$ cat src/hdl/sit_pkg.sv
// ----------------------------------------------------------------------------
// sit_pkg: shared types and constants of the SysTick interval timer
// Action and verdict codes, payload structs and the sub-tick to microsecond
// conversion table.
// ----------------------------------------------------------------------------
package sit_pkg;

	localparam int SUB_TICKS_PER_MS = 250;
	localparam int NUM_CHANNELS     = 8;
	localparam int CH_W             = (NUM_CHANNELS > 1) ? $clog2(NUM_CHANNELS) : 1;
	localparam int US_PER_MS        = 1000;

	localparam logic [1:0] ACT_TICK  = 2'd0;
	localparam logic [1:0] ACT_CHECK = 2'd1;
	localparam logic [1:0] ACT_POLL  = 2'd2;
	localparam logic [1:0] ACT_NONE  = 2'd3;

	localparam logic [1:0] VERDICT_NOT_YET = 2'd0;
	localparam logic [1:0] VERDICT_ELAPSED = 2'd1;
	localparam logic [1:0] VERDICT_LATE    = 2'd2;

	typedef struct packed {
		logic [1:0]  action;
		logic [2:0]  channel;
		logic [31:0] interval;
		logic        in_microseconds;
	} cmd_t;

	typedef struct packed {
		logic [1:0]  verdict;
		logic        flag_was_set;
		logic [31:0] now_ms;
		logic [31:0] now_us;
	} res_t;

	// One item leaving the input register and acting on the state.
	typedef struct packed {
		logic       fire;
		logic [1:0] action;
	} step_t;

	// Time base status: current time for checks, updated time for results.
	typedef struct packed {
		logic [31:0] now_ms;
		logic [31:0] now_us;
		logic [31:0] next_ms;
		logic [31:0] next_us;
		logic        flag_was_set;
	} tb_status_t;

	typedef logic [9:0] frac_tab_t [256];

	// Microseconds elapsed within the current millisecond for each sub-tick.
	function automatic frac_tab_t build_frac_tab();
		frac_tab_t tab;
		for (int i = 0; i < 256; i++) begin
			tab[i] = 10'(((i % SUB_TICKS_PER_MS) * US_PER_MS) / SUB_TICKS_PER_MS);
		end
		return tab;
	endfunction

	localparam frac_tab_t FRAC_US = build_frac_tab();

endpackage

$ cat src/hdl/sit_cmd_if.sv
// ----------------------------------------------------------------------------
// sit_cmd_if: command channel
// Valid/ready channel that carries one timer command per transfer.
// ----------------------------------------------------------------------------
interface sit_cmd_if;
	logic          valid;
	logic          ready;
	sit_pkg::cmd_t data;

	modport source (output valid, output data, input ready);
	modport sink (input valid, input data, output ready);
endinterface

$ cat src/hdl/sit_res_if.sv
// ----------------------------------------------------------------------------
// sit_res_if: result channel
// Valid/ready channel that carries one timer result per transfer.
// ----------------------------------------------------------------------------
interface sit_res_if;
	logic          valid;
	logic          ready;
	sit_pkg::res_t data;

	modport source (output valid, output data, input ready);
	modport sink (input valid, input data, output ready);
endinterface

$ cat src/hdl/sit_timebase.sv
// ----------------------------------------------------------------------------
// sit_timebase: millisecond and microsecond time base
// Sub-tick counter, millisecond count, running microsecond time and the
// one-millisecond flag.
// ----------------------------------------------------------------------------
module sit_timebase (
	input  logic                clk,
	input  logic                arst_n,
	input  sit_pkg::step_t      step,
	output sit_pkg::tb_status_t status
);

	logic [7:0]  sub_q;
	logic [31:0] ms_q;
	logic [31:0] ms1000_q;
	logic [31:0] us_q;
	logic        flag_q;

	logic [8:0]  sub_inc;
	logic        wrap;
	logic [7:0]  sub_next;
	logic [31:0] ms1000_plus;
	logic [31:0] us_in_ms;
	logic        is_tick;
	logic        is_poll;

	assign is_tick     = step.fire && (step.action == sit_pkg::ACT_TICK);
	assign is_poll     = step.fire && (step.action == sit_pkg::ACT_POLL);
	assign sub_inc     = {1'b0, sub_q} + 9'd1;
	assign wrap        = sub_inc >= 9'(sit_pkg::SUB_TICKS_PER_MS);
	assign sub_next    = wrap ? 8'd0 : sub_inc[7:0];
	assign ms1000_plus = ms1000_q + 32'(sit_pkg::US_PER_MS);
	assign us_in_ms    = ms1000_q + 32'(sit_pkg::FRAC_US[sub_inc[7:0]]);

	always_ff @(posedge clk or negedge arst_n) begin
		if (!arst_n) begin
			sub_q    <= '0;
			ms_q     <= '0;
			ms1000_q <= '0;
			us_q     <= '0;
			flag_q   <= 1'b0;
		end else if (is_tick) begin
			sub_q <= sub_next;
			if (wrap) begin
				ms_q     <= ms_q + 32'd1;
				ms1000_q <= ms1000_plus;
				us_q     <= ms1000_plus;
				flag_q   <= 1'b1;
			end else begin
				us_q <= us_in_ms;
			end
		end else if (is_poll) begin
			flag_q <= 1'b0;
		end
	end

	always_comb begin
		status.now_ms       = ms_q;
		status.now_us       = us_q;
		status.next_ms      = ms_q;
		status.next_us      = us_q;
		status.flag_was_set = is_poll && flag_q;
		if (is_tick) begin
			if (wrap) begin
				status.next_ms = ms_q + 32'd1;
				status.next_us = ms1000_plus;
			end else begin
				status.next_us = us_in_ms;
			end
		end
	end

endmodule

$ cat src/hdl/sit_check.sv
// ----------------------------------------------------------------------------
// sit_check: interval check unit
// Holds the start time of each channel and decides whether a channel's
// interval has elapsed.
// ----------------------------------------------------------------------------
module sit_check (
	input  logic           clk,
	input  logic           arst_n,
	input  sit_pkg::step_t step,
	input  logic [2:0]     channel,
	input  logic [31:0]    interval,
	input  logic           in_microseconds,
	input  logic [31:0]    now_ms,
	input  logic [31:0]    now_us,
	output logic [1:0]     verdict
);

	logic [31:0] start_q [sit_pkg::NUM_CHANNELS];

	logic [sit_pkg::CH_W-1:0] idx;
	logic                     ch_ok;
	logic [31:0]              now;
	logic [31:0]              start;
	logic [31:0]              due;
	logic [31:0]              late_mark;
	logic                     wr_en;
	logic [31:0]              wr_data;

	assign ch_ok     = 32'(channel) < 32'(sit_pkg::NUM_CHANNELS);
	assign idx       = sit_pkg::CH_W'(channel);
	assign now       = in_microseconds ? now_us : now_ms;
	assign start     = ch_ok ? start_q[idx] : 32'd0;
	assign due       = start + interval;
	assign late_mark = start + {interval[29:0], 2'b00};

	always_comb begin
		verdict = sit_pkg::VERDICT_NOT_YET;
		wr_en   = 1'b0;
		wr_data = now;
		if (ch_ok && interval != 32'd0) begin
			if (start == 32'd0) begin
				wr_en = 1'b1;
			end else if (now > late_mark) begin
				wr_en   = 1'b1;
				verdict = sit_pkg::VERDICT_LATE;
			end else if (now >= due) begin
				wr_en   = 1'b1;
				wr_data = due;
				verdict = sit_pkg::VERDICT_ELAPSED;
			end else if (now < start) begin
				wr_en = 1'b1;
			end
		end
	end

	always_ff @(posedge clk or negedge arst_n) begin
		if (!arst_n) begin
			for (int i = 0; i < sit_pkg::NUM_CHANNELS; i++) begin
				start_q[i] <= '0;
			end
		end else if (step.fire && step.action == sit_pkg::ACT_CHECK && wr_en) begin
			start_q[idx] <= wr_data;
		end
	end

endmodule

$ cat src/hdl/systick_interval_timer.sv
// ----------------------------------------------------------------------------
// systick_interval_timer: millisecond time base with interval checks
// Counts prescaled timer ticks, keeps millisecond and microsecond time,
// a one-millisecond flag and per-channel start times for interval checks.
// ----------------------------------------------------------------------------
// A command transfer loads the input register; the command moves into the
// result register once that is free. Throughput: one command per cycle
// while results are not stalled, set by the single pass from the input
// register through the time base and check unit into the result register.
// Reset: arst_n clears the time base, the flag, all start times and both
// valid bits at once; the block accepts commands straight out of reset.
// ----------------------------------------------------------------------------
module systick_interval_timer (
	input  logic       clk,
	input  logic       arst_n,
	sit_cmd_if.sink    cmd,
	sit_res_if.source  res
);

	// Input register stage. A command waits here while the result register
	// is full and stalled; it advances as soon as that register frees up,
	// so a new command can follow in every cycle.
	logic          valid_s1;
	sit_pkg::cmd_t cmd_s1;

	// Result register. Its valid bit is the result channel's valid.
	logic          res_valid_q;
	sit_pkg::res_t res_q;

	logic                advance;
	logic                res_free;
	logic                produces;
	sit_pkg::step_t      step;
	sit_pkg::tb_status_t tb_status;
	logic [1:0]          verdict;

	assign res_free  = !res_valid_q || res.ready;
	assign advance   = valid_s1 && res_free;
	assign cmd.ready = !valid_s1 || res_free;

	// The unused action code is consumed without a result or any state change.
	assign produces    = cmd_s1.action != sit_pkg::ACT_NONE;
	assign step.fire   = advance;
	assign step.action = cmd_s1.action;

	always_ff @(posedge clk or negedge arst_n) begin
		if (!arst_n) begin
			valid_s1 <= 1'b0;
		end else if (cmd.ready) begin
			valid_s1 <= cmd.valid;
		end
	end

	always_ff @(posedge clk) begin
		if (cmd.ready && cmd.valid) begin
			cmd_s1 <= cmd.data;
		end
	end

	// The time base reads the current time for checks and hands back the
	// time after this command, which is what every result reports.
	sit_timebase u_timebase (
		.clk    (clk),
		.arst_n (arst_n),
		.step   (step),
		.status (tb_status)
	);

	// Interval checks compare against the time before the command; a check
	// never moves the time itself.
	sit_check u_check (
		.clk             (clk),
		.arst_n          (arst_n),
		.step            (step),
		.channel         (cmd_s1.channel),
		.interval        (cmd_s1.interval),
		.in_microseconds (cmd_s1.in_microseconds),
		.now_ms          (tb_status.now_ms),
		.now_us          (tb_status.now_us),
		.verdict         (verdict)
	);

	always_ff @(posedge clk or negedge arst_n) begin
		if (!arst_n) begin
			res_valid_q <= 1'b0;
		end else if (res_free) begin
			res_valid_q <= advance && produces;
		end
	end

	always_ff @(posedge clk) begin
		if (advance && produces) begin
			res_q.verdict      <= (cmd_s1.action == sit_pkg::ACT_CHECK) ?
				verdict : sit_pkg::VERDICT_NOT_YET;
			res_q.flag_was_set <= tb_status.flag_was_set;
			res_q.now_ms       <= tb_status.next_ms;
			res_q.now_us       <= tb_status.next_us;
		end
	end

	assign res.valid = res_valid_q;
	assign res.data  = res_q;

endmodule

$ cat src/flat_wrapper.sv
// flat-port wrapper written by rule: the top's interface ports become plain ports
module systick_interval_timer_flat 
  (clk, arst_n, cmd_valid, cmd_data, cmd_ready, res_valid, res_data, res_ready);
  sit_cmd_if cmd_i ();
  sit_res_if res_i ();
  input  logic clk;
  input  logic arst_n;
  input wire logic [$bits(cmd_i.valid)-1:0] cmd_valid;
  input wire logic [$bits(cmd_i.data)-1:0] cmd_data;
  output wire logic [$bits(cmd_i.ready)-1:0] cmd_ready;
  output wire logic [$bits(res_i.valid)-1:0] res_valid;
  output wire logic [$bits(res_i.data)-1:0] res_data;
  input wire logic [$bits(res_i.ready)-1:0] res_ready;
  assign cmd_i.valid = cmd_valid;
  assign cmd_i.data = cmd_data;
  assign cmd_ready = cmd_i.ready;
  assign res_valid = res_i.valid;
  assign res_data = res_i.data;
  assign res_i.ready = res_ready;
  systick_interval_timer u_core (.clk(clk), .arst_n(arst_n), .cmd(cmd_i), .res(res_i));
endmodule
$ cat config.mk
export PLATFORM = sky130hd
export DESIGN_NAME = systick_interval_timer_flat
export DESIGN_NICKNAME = d
export VERILOG_FILES = /design/src/hdl/sit_pkg.sv /design/src/hdl/sit_cmd_if.sv /design/src/hdl/sit_res_if.sv /design/src/hdl/sit_timebase.sv /design/src/hdl/sit_check.sv /design/src/hdl/systick_interval_timer.sv /design/src/flat_wrapper.sv
export SDC_FILE = /design/constraint.sdc
export NUM_CORES = 1
export LEC_CHECK = 0
export BUFFER_PORTS_ARGS = -buffer_cell sky130_fd_sc_hd__buf_2
export CORE_MARGIN = 2
export CORE_UTILIZATION = 40
export DETAILED_ROUTE_END_ITERATION = 10
export PLACE_DENSITY = 0.55
export SYNTH_ARGS = -nofsm -noshare
export SYNTH_HDL_FRONTEND = slang
export SYNTH_SLANG_ARGS = --single-unit
$ cat constraint.sdc
create_clock -name clk -period 13.99 [get_ports clk]
set_clock_uncertainty 0.1 [all_clocks]
set_input_delay 0.6995 -clock clk [delete_from_list [all_inputs] [get_ports clk]]
set_output_delay 0.6995 -clock clk [all_outputs]
set_load 0.03 [all_outputs]
==> results.py <==
metrics = {
    "run_status": {
        "outcome": "finished, final reports clean",
    },
    "die": {
        "io-pin-count": 111,
        "initial_core_util_pct": 40.2,
        "core_mm2": 0.0655,
        "placementRows": 94,
        "die_w_um": 261,
        "die_area_mm2": 0.0679,
        "die_h_um": 261,
    },
    "clocking": {
        "post_cts_buffers": 0,
        "cts_tree": "built",
        "path_clk_slew_ns": 0.06,
        "ctsHoldBuffers": 0,
        "cts_resized": 0,
        "cts_buffers": 52,
        "clk_latency_ns": 0.63,
        "cts_root_buf": "clkbuf_16",
        "htreeDepth": 2,
        "cts.sinks": 460,
        "ctsLongestPathBuffers": 3,
    },
    "route": {
        "dr.pass1.iters": 5,
        "drcViolationCount": 0,
        "postRouteAntennaNets": 0,
        "drtIter0Drc": 1354,
        "vias": 18800,
        "wl_per_cell_um": 23.1,
        "via_per_inst": 5.68,
        "wirelength_um": 76200,
    },
    "setup_path": {
        "worstSetupPathType": "flip-flop to flip-flop",
        "critPathLaunchType": "flip-flop",
        "critical_path_required_ns": 14.45,
        "setup.worst_path.start": "u_core.cmd_s1[35]$_DFFE_PP_",
        "cpPeakStageDelay_ns": 1.12,
        "path_cells": "buf_12 > clkinv_1 > o221ai_1 > ha_1 > a21o_1 > a21o_1 > a2111oi_0 > o31ai_1 > a31oi_1 > o21ai_0 > a21oi_1 > o21ai_0 > xnor2_1 > ha_1 > nand4_1 > nor4_1 > nand3_1 > o31a_1 > a41o_1 > a31oi_1 > nand4bb_2 > buf_4 > mux2i_1 > mux2_2",
        "crit_slowest_cell": "o221ai_1",
        "worst-path-buf-inv": 3,
        "crit_path_max_fanout": 72,
        "cp.arrival_ns": 10.50,
        "worstSetupEndpointType": "flip-flop",
        "crit_family": "compound AO/OA/AOI/OAI gates",
        "rr_startpoint": "u_core.cmd_s1[35]$_DFFE_PP_",
    },
    "yosys": {
        "ys_warn_count": 0,
        "synth.ff_latch_count": 460,
        "seq_area_frac_synth_pct": 45.7,
        "ys_types": 77,
        "synth_edf_count": 103,
        "syn_inst": 2299,
        "synthFlopType": "dfrtp_1",
        "avgSynthCellArea_um2": 11.5,
        "netlist_area_mm2": 0.0263,
        "ys_async_sr_fraction_pct": 77.6,
    },
    "global_route": {
        "grt_pass1_wl_um": 116000,
        "antenna_found_initial": 2,
        "grt_max_degree": 147,
        "grt_pass1_vias": 18600,
        "overflow": 0,
        "grt_use_total_pct": 22.5,
    },
    "min_path": {
        "hold_class": "input port to async pin",
    },
    "timing": {
        "finalCriticalPeriod_ns": 10.04,
        "worst_pin_slew_ns": 1.19,
        "rsz0062_at_grt": "no",
        "period_share_pct": 71.8,
        "max_freq_mhz": 99.6,
        "slew_headroom_pct": 18.5,
        "setup_viol": 0,
        "setup_tns_ns": 0,
        "timing.final.ws_setup_ns": 3.95,
        "hold_violations": 0,
        "maxSlewViolCount": 0,
    },
    "placement": {
        "hpwl_um": 55600,
        "placed_cell_area_mm2": 0.0277,
        "finalWeightedCongestion": 0.946,
        "pre_cts_ws_ns": 4.06,
        "port_buffers": 108,
    },
    "layout": {
        "area_delta_synth_final_pct": 12.0,
        "drive_above_1_share_pct": 22.7,
        "fin_area_mm2": 0.0295,
        "antenna_cells": 0,
        "fin_nets": 2603,
    },
    "pwr": {
        "p_int_uw": 2570,
        "sw_frac_of_total_pct": 30.0,
        "p_clk_share_pct": 38.0,
        "power_frac_comb_pct": 20.0,
        "power_leakage_uw": 0.0139,
        "power_frac_seq_pct": 42.0,
        "p_switching_uw": 1100,
        "ir_worst_vdd_mv": 0.0802,
        "power.density_mw_per_mm2": 125,
    },
    "flow_run": {
        "maxCapViolations": 0,
    },
}
==> final cells by class <==
class,instances,area [µm²]
multi-input combinational,1639,13400
clock inverter,29,308
sequential,460,12000
inverter,98,368
tap,864,1080
clock buffer,68,1470
timing repair buffer,142,831
fill,6047,36000
==> metal layers <==
layer	track usage (%)	routed length, µm
met1	32.2	35500
met2	35.9	35200
met3	3.03	3970
met4	5.57	1630
met5	0	0
==> registers in the layout (all words and copies together) (netlist names) <==
name	cells
u_core.u_timebase.sub_q	8
u_core.cmd_s1	38
u_core.u_timebase.flag_q	1
u_core.u_check.start_q	256
u_core.u_timebase.us_q	29
u_core.u_timebase.ms_q	32
u_core.valid_s1	1
u_core.res.data	65
u_core.u_timebase.ms1000_q	29
u_core.res.valid	1
==> power by group through the flow <==
stage | sequential (µW) | combinational (µW) | clock [µW]
floorplan | 1580 | 481 | 0
global placement | 1560 | 719 | 0
detailed placement | 1570 | 731 | 0
CTS | 1540 | 735 | 1440
global route | 1560 | 806 | 1490
finish | 1540 | 734 | 1400
==> final timing paths <==
path,slack [ns],to,depth (start not counted)
max,3.95,u_core.u_check.start_q[228]$_DFFE_PN0P_,24
min,0.14,u_core.u_check.start_q[231]$_DFFE_PN0P_,1
max reg2reg,3.95,u_core.u_check.start_q[228]$_DFFE_PN0P_,24
min reg2reg,0.38,u_core.u_check.start_q[225]$_DFFE_PN0P_,1
max in group asynchronous,11.97,u_core.u_check.start_q[118]$_DFFE_PN0P_,2
min in group clk,0.15,u_core.cmd_s1[35]$_DFFE_PP_,1
==> layout by cell type (no fill, tap or decap), types with 14 or more instances in the layout <==
cell type / Yosys / layout
a221o_1: 16 / 16
nand3_1: 48 / 48
clkbuf_16: 0 / 53
a21o_1: 33 / 33
a31oi_1: 16 / 16
buf_2: 19 / 107
a21oi_1: 89 / 89
o21ai_0: 90 / 90
a221oi_1: 27 / 27
nand2_1: 154 / 154
nor3_1: 42 / 42
o21a_1: 14 / 14
ha_1: 165 / 165
xor2_1: 51 / 51
buf_4: 5 / 32
dfrtp_1: 357 / 357
nor2b_1: 22 / 22
mux2_2: 277 / 277
nor2_1: 107 / 105
nand4_1: 41 / 41
inv_1: 95 / 95
nand2b_1: 18 / 18
nor4_1: 16 / 16
edfxtp_1: 103 / 103
and3_1: 21 / 21
mux4_2: 23 / 23
mux2i_1: 86 / 86
xnor2_1: 98 / 98
==> cell usage after synthesis, types with 14 or more instances <==
library cell | count | area (µm²)
mux4_2 | 23 | 518
xnor2_1 | 98 | 858
dfrtp_1 | 357 | 8930
a21oi_1 | 89 | 445
o21ai_0 | 90 | 450
nand4_1 | 41 | 257
buf_2 | 19 | 95.1
ha_1 | 165 | 2060
nand2b_1 | 18 | 113
nand2_1 | 154 | 578
nor3_1 | 42 | 210
buf_6 | 20 | 225
edfxtp_1 | 103 | 3090
nor4_1 | 16 | 100
nor2_1 | 107 | 402
a21o_1 | 33 | 248
nand3_1 | 48 | 240
nor2b_1 | 22 | 138
o21a_1 | 14 | 105
mux2i_1 | 86 | 861
xor2_1 | 51 | 447
a221oi_1 | 27 | 236
clkbuf_1 | 49 | 184
and3_1 | 21 | 131
a221o_1 | 16 | 160
mux2_2 | 277 | 3120
a31oi_1 | 16 | 100
inv_1 | 95 | 357
==> worst register-to-register path, stage by stage (launching register included) <==
cell and delay (ns):
edfxtp_1 0.37, buf_12 0.39, clkinv_1 0.89, o221ai_1 1.12
ha_1 0.39, a21o_1 0.17, a21o_1 0.22, a2111oi_0 1.05
o31ai_1 0.37, a31oi_1 0.30, o21ai_0 0.16, a21oi_1 0.18
o21ai_0 0.12, xnor2_1 0.17, ha_1 0.30, nand4_1 0.13
nor4_1 0.56, nand3_1 0.27, o31a_1 0.19, a41o_1 0.21
a31oi_1 0.27, nand4bb_2 0.42, buf_4 0.42, mux2i_1 0.87
mux2_2 0.32
==> cell families after synthesis <==
logic type	after synthesis	synth area share, %
and+or+nand+nor	525	10.1
DFF	460	45.7
AOI/OAI and AO/OA	403	10.3
muxes	392	17.3
buffers and inverters	201	3.60
adders and majority gates	168	8.07
xor gates and xnor gates	149	4.95
other	1	0.0142
==> per-stage QoR <==
| step | util, % | instances | power (µW) | hold WS [ns] |
|---|---|---|---|---|
| floorplan | - | 2300 | 2060 | 0.304 |
| global placement | 42.3 | 3203 | 2280 | 0.368 |
| detailed placement | 42.3 | 3203 | 2300 | 0.373 |
| CTS | 45.0 | 3300 | 3710 | 0.121 |
| global route | 45.0 | 3300 | 3850 | 0.139 |
| finish | 45.0 | 3300 | 3680 | 0.142 |
Note: power is estimated with default switching activity, not from simulation.
